===== config.mk =====
export PLATFORM = sky130hd
export DESIGN_NAME = mesh_bounding_sphere_flat
export DESIGN_NICKNAME = d
export VERILOG_FILES = /design/src/rtl/mbs_pkg.sv /design/src/rtl/mbs_vtx_if.sv /design/src/rtl/mbs_res_if.sv /design/src/rtl/mbs_sqrt.sv /design/src/rtl/mesh_bounding_sphere.sv /design/src/flat_wrapper.sv
export SDC_FILE = /design/constraint.sdc
export NUM_CORES = 2
export LEC_CHECK = 0
export BUFFER_PORTS_ARGS = -buffer_cell sky130_fd_sc_hd__buf_2
export CAP_MARGIN = 20
export CORE_MARGIN = 1.5
export CORE_UTILIZATION = 68
export DETAILED_ROUTE_END_ITERATION = 12
export GPL_TIMING_DRIVEN = 0
export PLACE_DENSITY = 0.95
export SYNTH_ARGS = -nofsm -noshare
export SYNTH_HDL_FRONTEND = slang
export SYNTH_SLANG_ARGS = --single-unit

===== constraint.sdc =====
create_clock -name clk -period 29.4 [get_ports clk]
set_input_delay 2.94 -clock clk [delete_from_list [all_inputs] [get_ports clk]]
set_output_delay 2.94 -clock clk [all_outputs]
set_load 0.01 [all_outputs]

===== src/rtl/mbs_pkg.sv =====
// Package for the mesh bounding sphere block: payload types and sizing constants.
// Used by the channel interfaces, the square root unit and the top level.
package mbs_pkg;

  localparam int CoordW  = 32;
  localparam int DiagW   = 33;
  localparam int RadW    = 2 * DiagW;
  localparam int RemW    = DiagW + 4;
  localparam int SqStepW = 3;
  localparam int SqSteps = 5;

  typedef struct packed {
    logic signed [CoordW-1:0] pos_x;
    logic signed [CoordW-1:0] pos_y;
    logic signed [CoordW-1:0] pos_z;
    logic                     last_vertex;
  } vertex_t;

  typedef struct packed {
    logic signed [CoordW-1:0] min_x;
    logic signed [CoordW-1:0] min_y;
    logic signed [CoordW-1:0] min_z;
    logic signed [CoordW-1:0] max_x;
    logic signed [CoordW-1:0] max_y;
    logic signed [CoordW-1:0] max_z;
    logic signed [CoordW-1:0] center_x;
    logic signed [CoordW-1:0] center_y;
    logic signed [CoordW-1:0] center_z;
    logic        [DiagW-1:0]  diagonal;
  } result_t;

endpackage


===== src/rtl/mbs_vtx_if.sv =====
// Vertex channel: valid/ready handshake carrying one vertex per transfer.
// Depends on mbs_pkg for the payload type.
interface mbs_vtx_if;
  logic             valid;
  logic             ready;
  mbs_pkg::vertex_t data;

  modport source (output valid, output data, input ready);
  modport sink   (input valid, input data, output ready);
endinterface


===== src/rtl/mbs_res_if.sv =====
// Result channel: valid/ready handshake carrying one bounding sphere per transfer.
// Depends on mbs_pkg for the payload type.
interface mbs_res_if;
  logic             valid;
  logic             ready;
  mbs_pkg::result_t data;

  modport source (output valid, output data, input ready);
  modport sink   (input valid, input data, output ready);
endinterface


===== src/rtl/mbs_sqrt.sv =====
// Iterative floor square root, one result bit per cycle, restoring method.
// Depends on mbs_pkg for the operand widths.
module mbs_sqrt (
  input  logic                      clk,
  input  logic                      rst_n,
  input  logic                      start,
  input  logic [mbs_pkg::RadW-1:0]  radicand,
  output logic                      done,
  output logic [mbs_pkg::DiagW-1:0] root
);
  import mbs_pkg::*;

  localparam int CntW = $clog2(DiagW);

  logic            run_r,  run_nxt;
  logic [CntW-1:0] cnt_r,  cnt_nxt;
  logic [RadW-1:0] rad_r,  rad_nxt;
  logic [RemW-1:0] rem_r,  rem_nxt;
  logic [DiagW-1:0] root_r, root_nxt;
  logic [RemW-1:0] rem_sh;
  logic [RemW-1:0] trial;

  assign rem_sh = {rem_r[RemW-3:0], rad_r[RadW-1 -: 2]};
  assign trial  = {{(RemW-DiagW-2){1'b0}}, root_r, 2'b01};

  always_comb begin
    run_nxt  = run_r;
    cnt_nxt  = cnt_r;
    rad_nxt  = rad_r;
    rem_nxt  = rem_r;
    root_nxt = root_r;
    if (start) begin
      run_nxt  = 1'b1;
      cnt_nxt  = CntW'(DiagW - 1);
      rad_nxt  = radicand;
      rem_nxt  = '0;
      root_nxt = '0;
    end else if (run_r) begin
      rad_nxt = {rad_r[RadW-3:0], 2'b00};
      if (rem_sh >= trial) begin
        rem_nxt  = rem_sh - trial;
        root_nxt = {root_r[DiagW-2:0], 1'b1};
      end else begin
        rem_nxt  = rem_sh;
        root_nxt = {root_r[DiagW-2:0], 1'b0};
      end
      if (cnt_r == '0) begin
        run_nxt = 1'b0;
      end else begin
        cnt_nxt = cnt_r - 1'b1;
      end
    end
  end

  always_ff @(posedge clk) begin
    if (!rst_n) begin
      run_r <= 1'b0;
      cnt_r <= '0;
    end else begin
      run_r <= run_nxt;
      cnt_r <= cnt_nxt;
    end
    rad_r  <= rad_nxt;
    rem_r  <= rem_nxt;
    root_r <= root_nxt;
  end

  assign done = run_r && (cnt_r == '0);
  assign root = root_nxt;

endmodule


===== src/rtl/mesh_bounding_sphere.sv =====
// Mesh bounding sphere: running per-axis box, center and floored diagonal.
// Vertices without the last mark are taken one per cycle while the block is idle. A last
// vertex goes through the squaring multiplier and accumulator shared by the three axes,
// then the one-bit-per-cycle square root, and then into the output register once any
// earlier result has been taken. Input is held off for that time. Reset clears the sequencer
// and output valid and arms the next vertex to seed the box.
module mesh_bounding_sphere (
  input  logic clk,
  input  logic rst_n,
  mbs_vtx_if.sink   in_vtx,
  mbs_res_if.source out_res
);
  import mbs_pkg::*;

  localparam logic [1:0] ST_IDLE = 2'd0;
  localparam logic [1:0] ST_SQR  = 2'd1;
  localparam logic [1:0] ST_ROOT = 2'd2;
  localparam logic [1:0] ST_HOLD = 2'd3;

  logic [1:0]         state_r, state_nxt;
  logic [SqStepW-1:0] cnt_r,   cnt_nxt;
  logic               first_r, first_nxt;
  logic               oval_r,  oval_nxt;
  result_t            res_r,   res_nxt;

  logic signed [CoordW-1:0] low_r  [0:2];
  logic signed [CoordW-1:0] high_r [0:2];
  logic signed [CoordW-1:0] low_nxt  [0:2];
  logic signed [CoordW-1:0] high_nxt [0:2];
  logic signed [CoordW-1:0] vin [0:2];

  logic [CoordW-1:0]   diff_r, diff_nxt;
  logic [2*CoordW-1:0] prod_r;
  logic [RadW-1:0]     acc_r,  acc_nxt;
  logic [CoordW:0]     ext_sel;
  logic [CoordW:0]     csum [0:2];

  logic             accept;
  logic             sq_start;
  logic             sq_done;
  logic [DiagW-1:0] sq_root;

  assign vin[0] = in_vtx.data.pos_x;
  assign vin[1] = in_vtx.data.pos_y;
  assign vin[2] = in_vtx.data.pos_z;

  assign in_vtx.ready = (state_r == ST_IDLE);
  assign accept       = in_vtx.valid && in_vtx.ready;

  always_comb begin
    for (int i = 0; i < 3; i++) begin
      low_nxt[i]  = low_r[i];
      high_nxt[i] = high_r[i];
      if (accept) begin
        if (first_r || (vin[i] < low_r[i])) begin
          low_nxt[i] = vin[i];
        end
        if (first_r || (vin[i] > high_r[i])) begin
          high_nxt[i] = vin[i];
        end
      end
    end
  end

  always_comb begin
    unique case (cnt_r)
      3'd0:    ext_sel = {high_r[0][CoordW-1], high_r[0]} - {low_r[0][CoordW-1], low_r[0]};
      3'd1:    ext_sel = {high_r[1][CoordW-1], high_r[1]} - {low_r[1][CoordW-1], low_r[1]};
      3'd2:    ext_sel = {high_r[2][CoordW-1], high_r[2]} - {low_r[2][CoordW-1], low_r[2]};
      default: ext_sel = '0;
    endcase
  end

  always_comb begin
    for (int i = 0; i < 3; i++) begin
      csum[i] = {high_r[i][CoordW-1], high_r[i]} + {low_r[i][CoordW-1], low_r[i]};
    end
  end

  assign sq_start = (state_r == ST_SQR) && (cnt_r == SqStepW'(SqSteps - 1));

  always_comb begin
    state_nxt = state_r;
    cnt_nxt   = cnt_r;
    first_nxt = first_r;
    oval_nxt  = oval_r;
    res_nxt   = res_r;
    diff_nxt  = diff_r;
    acc_nxt   = acc_r;

    if (out_res.valid && out_res.ready) begin
      oval_nxt = 1'b0;
    end

    unique case (state_r)
      ST_IDLE: begin
        if (accept) begin
          first_nxt = in_vtx.data.last_vertex;
          if (in_vtx.data.last_vertex) begin
            state_nxt = ST_SQR;
            cnt_nxt   = '0;
            acc_nxt   = '0;
          end
        end
      end
      ST_SQR: begin
        diff_nxt = ext_sel[CoordW-1:0];
        if (cnt_r >= SqStepW'(2)) begin
          acc_nxt = acc_r + {{(RadW-2*CoordW){1'b0}}, prod_r};
        end
        if (sq_start) begin
          state_nxt = ST_ROOT;
        end else begin
          cnt_nxt = cnt_r + 1'b1;
        end
      end
      ST_ROOT: begin
        if (sq_done) begin
          state_nxt = ST_HOLD;
        end
      end
      ST_HOLD: begin
        if (!oval_r || out_res.ready) begin
          state_nxt        = ST_IDLE;
          oval_nxt         = 1'b1;
          res_nxt.min_x    = low_r[0];
          res_nxt.min_y    = low_r[1];
          res_nxt.min_z    = low_r[2];
          res_nxt.max_x    = high_r[0];
          res_nxt.max_y    = high_r[1];
          res_nxt.max_z    = high_r[2];
          res_nxt.center_x = csum[0][CoordW:1];
          res_nxt.center_y = csum[1][CoordW:1];
          res_nxt.center_z = csum[2][CoordW:1];
          res_nxt.diagonal = sq_root;
        end
      end
      default: begin
        state_nxt = ST_IDLE;
      end
    endcase
  end

  always_ff @(posedge clk) begin
    if (!rst_n) begin
      state_r <= ST_IDLE;
      cnt_r   <= '0;
      first_r <= 1'b1;
      oval_r  <= 1'b0;
    end else begin
      state_r <= state_nxt;
      cnt_r   <= cnt_nxt;
      first_r <= first_nxt;
      oval_r  <= oval_nxt;
    end
    res_r  <= res_nxt;
    diff_r <= diff_nxt;
    prod_r <= diff_r * diff_r;
    acc_r  <= acc_nxt;
    for (int i = 0; i < 3; i++) begin
      low_r[i]  <= low_nxt[i];
      high_r[i] <= high_nxt[i];
    end
  end

  // The final accumulate is folded into the radicand the root unit captures.
  mbs_sqrt u_sqrt (
    .clk      (clk),
    .rst_n    (rst_n),
    .start    (sq_start),
    .radicand (acc_nxt),
    .done     (sq_done),
    .root     (sq_root)
  );

  assign out_res.valid = oval_r;
  assign out_res.data  = res_r;

endmodule


===== src/flat_wrapper.sv =====
// flat-port wrapper written by rule: the top's interface ports become plain ports
module mesh_bounding_sphere_flat import mbs_pkg::*;
  (clk, rst_n, in_vtx_valid, in_vtx_data, in_vtx_ready, out_res_valid, out_res_data, out_res_ready);
  mbs_vtx_if in_vtx_i ();
  mbs_res_if out_res_i ();
  input  logic clk;
  input  logic rst_n;
  input wire logic [$bits(in_vtx_i.valid)-1:0] in_vtx_valid;
  input wire logic [$bits(in_vtx_i.data)-1:0] in_vtx_data;
  output wire logic [$bits(in_vtx_i.ready)-1:0] in_vtx_ready;
  output wire logic [$bits(out_res_i.valid)-1:0] out_res_valid;
  output wire logic [$bits(out_res_i.data)-1:0] out_res_data;
  input wire logic [$bits(out_res_i.ready)-1:0] out_res_ready;
  assign in_vtx_i.valid = in_vtx_valid;
  assign in_vtx_i.data = in_vtx_data;
  assign in_vtx_ready = in_vtx_i.ready;
  assign out_res_valid = out_res_i.valid;
  assign out_res_data = out_res_i.data;
  assign out_res_i.ready = out_res_ready;
  mesh_bounding_sphere u_core (.clk(clk), .rst_n(rst_n), .in_vtx(in_vtx_i), .out_res(out_res_i));
endmodule

=== Word-level counts from Yosys, hierarchy flattened ===
Memories as Yosys holds them, arrays and structs flattened.
Cells that the tools add are included.

* Flip-flop bits (word level): 631
* Bits in writable memories: 192
* Bits of input ports: 101
* Word-level logic and storage cells: 125
* Memories: 2

* Add/subtract/negate cells: 10
* Multipliers: 1
* Order comparisons: 8
* Equality and inequality tests: 13
* Muxes and demuxes: 42
* Bitwise logic cells: 2
* Reductions and logical operators: 24

{| class="wikitable"
|+ Memory list
! name !! words !! bits a word !! rd ports !! clocked after Yosys merged registers in !! wr ports !! line !! RTL
|-
| u_core.high_r || 3 || 32 || 3 || 0 || 3 || mesh_bounding_sphere.sv:27 || <nowiki>logic signed [CoordW-1:0] high_r [0:2];</nowiki>
|-
| u_core.low_r || 3 || 32 || 3 || 0 || 3 || mesh_bounding_sphere.sv:26 || <nowiki>logic signed [CoordW-1:0] low_r [0:2];</nowiki>
|}

{| class="wikitable"
|+ Operators by type and width
! kind !! count
|-
| 32-bit two-way mux || 12
|-
| 66-bit two-way mux || 5
|-
| 66-bit case mux with 2 select lines || 1
|-
| 32-bit by 32-bit adder with 33-bit output || 3
|-
| 32-bit greater-than comparator || 3
|-
| 32-bit < comparator || 3
|-
| 32-bit case mux with 3 select lines || 1
|-
| 32-bit subtractor || 3
|-
| 66-bit by 64-bit adder with 66-bit output || 1
|-
| 33-bit two-way mux || 2
|-
| 32-bit by 32-bit multiplier with 64-bit output || 1
|-
| 37-bit by 35-bit greater-or-equal comparator with 1-bit output || 1
|-
| 35-bit two-way mux || 1
|-
| 35-bit subtractor || 1
|-
| 6-bit two-way mux || 3
|-
| 2-bit two-way mux || 5
|-
| 3-bit two-way mux || 3
|-
| 2-bit by 1-bit != test with 1-bit output, second input constant || 4
|-
| 2-bit case mux with 4 select lines || 1
|-
| 2-bit AND reduction || 4
|-
| 1-bit logical OR || 7
|-
| 1-bit two-way mux || 7
|-
| 6-bit zero test || 1
|-
| 2-bit != test, second input constant || 3
|-
| 18 further kinds || 24
|}

=== Logic depth before layout (Yosys ltp) ===
* Depth after elaboration: 5
* Gate-level depth with buffers: 31
* Mapped depth without buffers: 29

=== Hierarchy ===
From an unflattened synthesis, not the netlist that was laid out.

* Cell total of the unflattened synthesis: 7346
* Area total of the unflattened synthesis: 75077.0 um^2

{| class="wikitable"
|+ Modules (own cells, without submodules)
! module !! instances !! cells an instance !! area each (um^2) !! sequential area each (um^2)
|-
| mesh_bounding_sphere || 1 || 6579 || 67194.4 || 19088.3
|-
| mbs_sqrt || 1 || 767 || 7882.6 || 3483.3
|}

=== Worst setup path before layout ===
OpenSTA, ideal clock, no wires.

* Kind: input -> register
* Start: input port out_res_ready
* End: register u_core.res_r (netlist bit u_core.out_res.data[0]), enable pin
* Library setup time: 1.049 ns
* Arrival: 17.147 ns
* Required time: 28.351 ns
* Setup slack: 11.204 ns
* Stages on the path: 2
* Cell sequence: nor2b_1 -> nor2b_1

* Cells in the longest elaborated chain, start to end: 2

{| class="wikitable"
|+ Ends and longest elaborated chain
! item !! line !! RTL
|-
| start, declared || flat_wrapper.sv:13 || <nowiki>input wire logic [$bits(out_res_i.ready)-1:0] out_res_ready;</nowiki>
|-
| 1-bit logical OR || mesh_bounding_sphere.sv:123 || <nowiki>if (!oval_r || out_res.ready) begin</nowiki>
|-
| 2-bit AND reduction (no line) || -- ||
|-
| end signal, assigned || mesh_bounding_sphere.sv:156 || <nowiki>res_r <= res_nxt;</nowiki>
|-
| end, declared || mesh_bounding_sphere.sv:24 || <nowiki>result_t res_r, res_nxt;</nowiki>
|}

No other way between the ends.
A chain may end at the register's enable or synchronous reset.

=== Final worst setup path ===
* Start: register u_core.diff_r[16]
* End: register u_core.prod_r[63]

* Cells in the longest elaborated chain, start to end: 1

{| class="wikitable"
|+ Ends and longest elaborated chain
! item !! line !! RTL
|-
| start, declared || mesh_bounding_sphere.sv:32 || <nowiki>logic [CoordW-1:0] diff_r, diff_nxt;</nowiki>
|-
| start signal, assigned || mesh_bounding_sphere.sv:157 || <nowiki>diff_r <= diff_nxt;</nowiki>
|-
| 32-bit by 32-bit multiplier with 64-bit output || mesh_bounding_sphere.sv:158 || <nowiki>prod_r <= diff_r * diff_r;</nowiki>
|-
| end signal, assigned || mesh_bounding_sphere.sv:158 ||
|-
| end, declared || mesh_bounding_sphere.sv:33 || <nowiki>logic [2*CoordW-1:0] prod_r;</nowiki>
|}

No other way between the ends.

==> impl_metrics.csv <==
group,metric,value,unit
final_layout,fillCellCount,7150,
final_layout,area_growth,9.88,%
synth,synth_flop_cell,"edfxtp_1",
timing,rsz0062_at_grt,"false",
synth,synthArstFlopShare,0,
critical_path,cp_data_required_time,29.99,ns
routing,via_count,61669,
die,start_util,0.684,
clock_tree,cts_sinks,822,
global_route,grt_pass1_vias,63054,
routing,drt_iter0_drc,7361,
final_layout,final_common_cell,"inv_1",
routing,drc_errors,0,
critical_path,startpoint,"u_core.diff_r[16]",
timing,hold_viol,0,
synth,synth_area,75500,sq um
die,core-area,110000,sq um
clock_tree,cts_hold_buf,0,
clock_tree,clk_pin_slew,0.07,ns
global_route,grt_max_degree,40,
die,dieArea,113000,sq um
synth,avgSynthCellArea,10.0,sq um
clock_tree,numCtsBuffers,83,
synth,syn-num-nets,9229,
placement,portBuffers,422,
run,maxCapViolCount,0,
critical_path,worstSetupEndpointType,"flop",
timing,setup_total_negative_slack,0,ns
die,rows,122,
critical_path,critPathLaunchType,"flop",
timing,layout_min_cycle_time,10.76,ns
timing,worst_pin_slew,1.33,ns
die,io_pins,424,
synth,synth_seq_cells,822,
final_layout,multiInputGateArea,46900,sq um
routing,firstDrtPassIters,10,
timing,relSlewSlack,0.116,
timing,setup_viol,0,
final_layout,num-nets-final,9762,
worst_hold_path,hold_class,"reg2reg",
routing,vias_per_cell,6.38,
clock_tree,clockBufferDepth,3,
placement,dp_hpwl,191000,um
critical_path,arrival,11.35,ns
critical_path,crit_fanout,10,
critical_path,rr_endpoint,"u_core.prod_r[63]",
clock_tree,cts-root-buf,"clkbuf_16",
routing,post_drt_wl_per_cell,25.7,um
clock_tree,clock_latency,0.72,ns
critical_path,r2r_start,"u_core.diff_r[16]",
final_layout,mostFrequentLayoutCells,"inv_1 (1,319), fa_1 (801), ha_1 (778)",
clock_tree,htreeDepth,3,
global_route,track_usage,0.440,
synth,synth_warnings,0,
global_route,gr-total-overflow,0,
global_route,antenna_found_initial,28,
timing,finClkSkew,0.0636,ns
synth,synth.yosys.seq_area_share,0.299,
timing,max_freq,0.0930,GHz
clock_tree,cts_tree,"built",
critical_path,crit_end,"u_core.prod_r[63]",
routing,ant_nets,0,
clock_tree,post-cts-setup-buffers,0,
critical_path,reg2reg_setup_slack,18.64,ns
synth,ys_types,88,
final_layout,regArea,22600,sq um
critical_path,critPathKind,"reg2reg",
synth,syn_inst,7548,
timing,drv_slew,0,
outcome,status,"finished, final reports clean",
final_layout,drive_gt1_frac,0.0805,
placement,globalplace.congestion,1.08,
die,die_w,336,um
critical_path,ff2ff_path_depth,27,
clock_tree,cts_resized,0,
routing,wl,249000,um
global_route,grt_pass1_wl,372000,um
synth,synth_edf_count,611,
timing,finalCritPeriodShare,0.366,
die,dieHeight,336,um
[layout make-up]
| class | instances | share of cell area |
|---|---|---|
| Multi-Input combinational cell | 5104 | 0.565 |
| Sequential cell | 822 | 0.272 |
| Inverter | 1322 | 0.0598 |
| Timing Repair Buffer | 448 | 0.0314 |
| Clock buffer | 97 | 0.0260 |
| Tap cell | 1488 | 0.0224 |
| Buffer | 300 | 0.0139 |
| Clock inverter | 56 | 0.00840 |
| Antenna cell | 23 | 0.000694 |
[sequential cells by signal (all words and copies together), names as in the netlist, 6 cells and up]
name	count
u_core.high_r	96
u_core.u_sqrt.rem_r	35
u_core.u_sqrt.root_r	33
u_core.u_sqrt.cnt_r	6
u_core.out_res.data	321
u_core.low_r	96
u_core.acc_r	66
u_core.prod_r	63
u_core.diff_r	32
u_core.u_sqrt.rad_r	66
[kinds of logic after synthesis]
logic type / Yosys count / synth area share
adders and majority gates: 1580 / 0.341
buffers and inverters: 1622 / 0.0810
DFF: 822 / 0.299
xor gates and xnor gates: 358 / 0.0415
and+or+nand+nor: 1698 / 0.108
muxes: 73 / 0.00991
AOI/OAI and AO/OA: 1395 / 0.120
[per-layer routing]
metal / GRT usage / part of all wire / up-vias
li1: - / - / 26088
met2: 0.683 / 0.44 / 4693
met3: 0.137 / 0.13 / 1336
met4: 0.333 / 0.097 / 8
met1: 0.514 / 0.33 / 29544
met5: 0.00128 / 0.00037 / -
[synthesized netlist by cell type (65+ instances only)]
cell / count / area (sq um)
o21ai_0: 273 / 1370
inv_1: 1320 / 4950
xnor2_1: 218 / 1910
nand2_1: 592 / 2220
clkbuf_1: 275 / 1030
a21o_1: 196 / 1470
nand4_1: 94 / 588
ha_1: 779 / 9750
nand3_1: 65 / 325
xor2_1: 140 / 1230
nor2_1: 383 / 1440
a21oi_1: 407 / 2040
o21bai_1: 74 / 556
edfxtp_1: 611 / 18300
fa_1: 801 / 16000
and2_1: 238 / 1490
nor2b_1: 81 / 507
dfxtp_1: 211 / 4220
[metrics by stage]
step / area [sq um] / hold WS, ns / utilization / setup slack [ns] / instances
floorplan: 75500 / 0.425 / - / 11.20 / 7548
global placement: 79500 / 0.463 / 0.720 / 5.47 / 9458
detailed placement: 80000 / 0.475 / 0.725 / 19.19 / 9481
CTS: 82900 / 0.476 / 0.751 / 19.20 / 9634
global route: 82900 / 0.500 / 0.751 / 18.59 / 9646
finish: 83000 / 0.492 / 0.752 / 18.64 / 9660
[worst min-delay path by stage]
stage / slack [ns] / endpoint / depth (start not counted) / startpoint
after detailed placement: 0.47 / u_core.out_res.data[227] / 0 / u_core.low_r[0][66]
final: 0.49 / u_core.out_res.data[274] / 0 / u_core.low_r[0][49]
after CTS: 0.48 / u_core.out_res.data[165] / 0 / u_core.high_r[0][36]
after global routing: 0.50 / u_core.out_res.data[254] / 0 / u_core.low_r[0][93]
after floorplan: 0.43 / u_core.prod_r[0] / 0 / u_core.diff_r[0]
after global placement: 0.46 / u_core.out_res.data[230] / 0 / u_core.low_r[0][69]
[critical path, cell delays in order (launching register included)]
cell,delay (ns)
edfxtp_1,0.81
clkbuf_1,0.90
clkbuf_1,0.81
nand2_1,0.18
fa_1,0.73
inv_1,0.22
fa_1,0.41
inv_1,0.17
fa_1,0.54
fa_1,0.53
fa_1,0.50
fa_1,0.56
fa_1,0.50
fa_1,0.63
inv_1,0.06
ha_1,0.27
clkbuf_1,0.32
nand2_1,0.08
o21ai_0,0.36
a221oi_1,0.17
o221ai_1,0.25
o21ai_0,0.13
o21ai_1,0.26
a221oi_2,0.18
o31a_1,0.39
o31ai_1,0.22
a21oi_1,0.13
xnor2_1,0.35
Power is not shown: default switching activity piles up to over one toggle a cycle in this logic, so the estimate is an artifact.
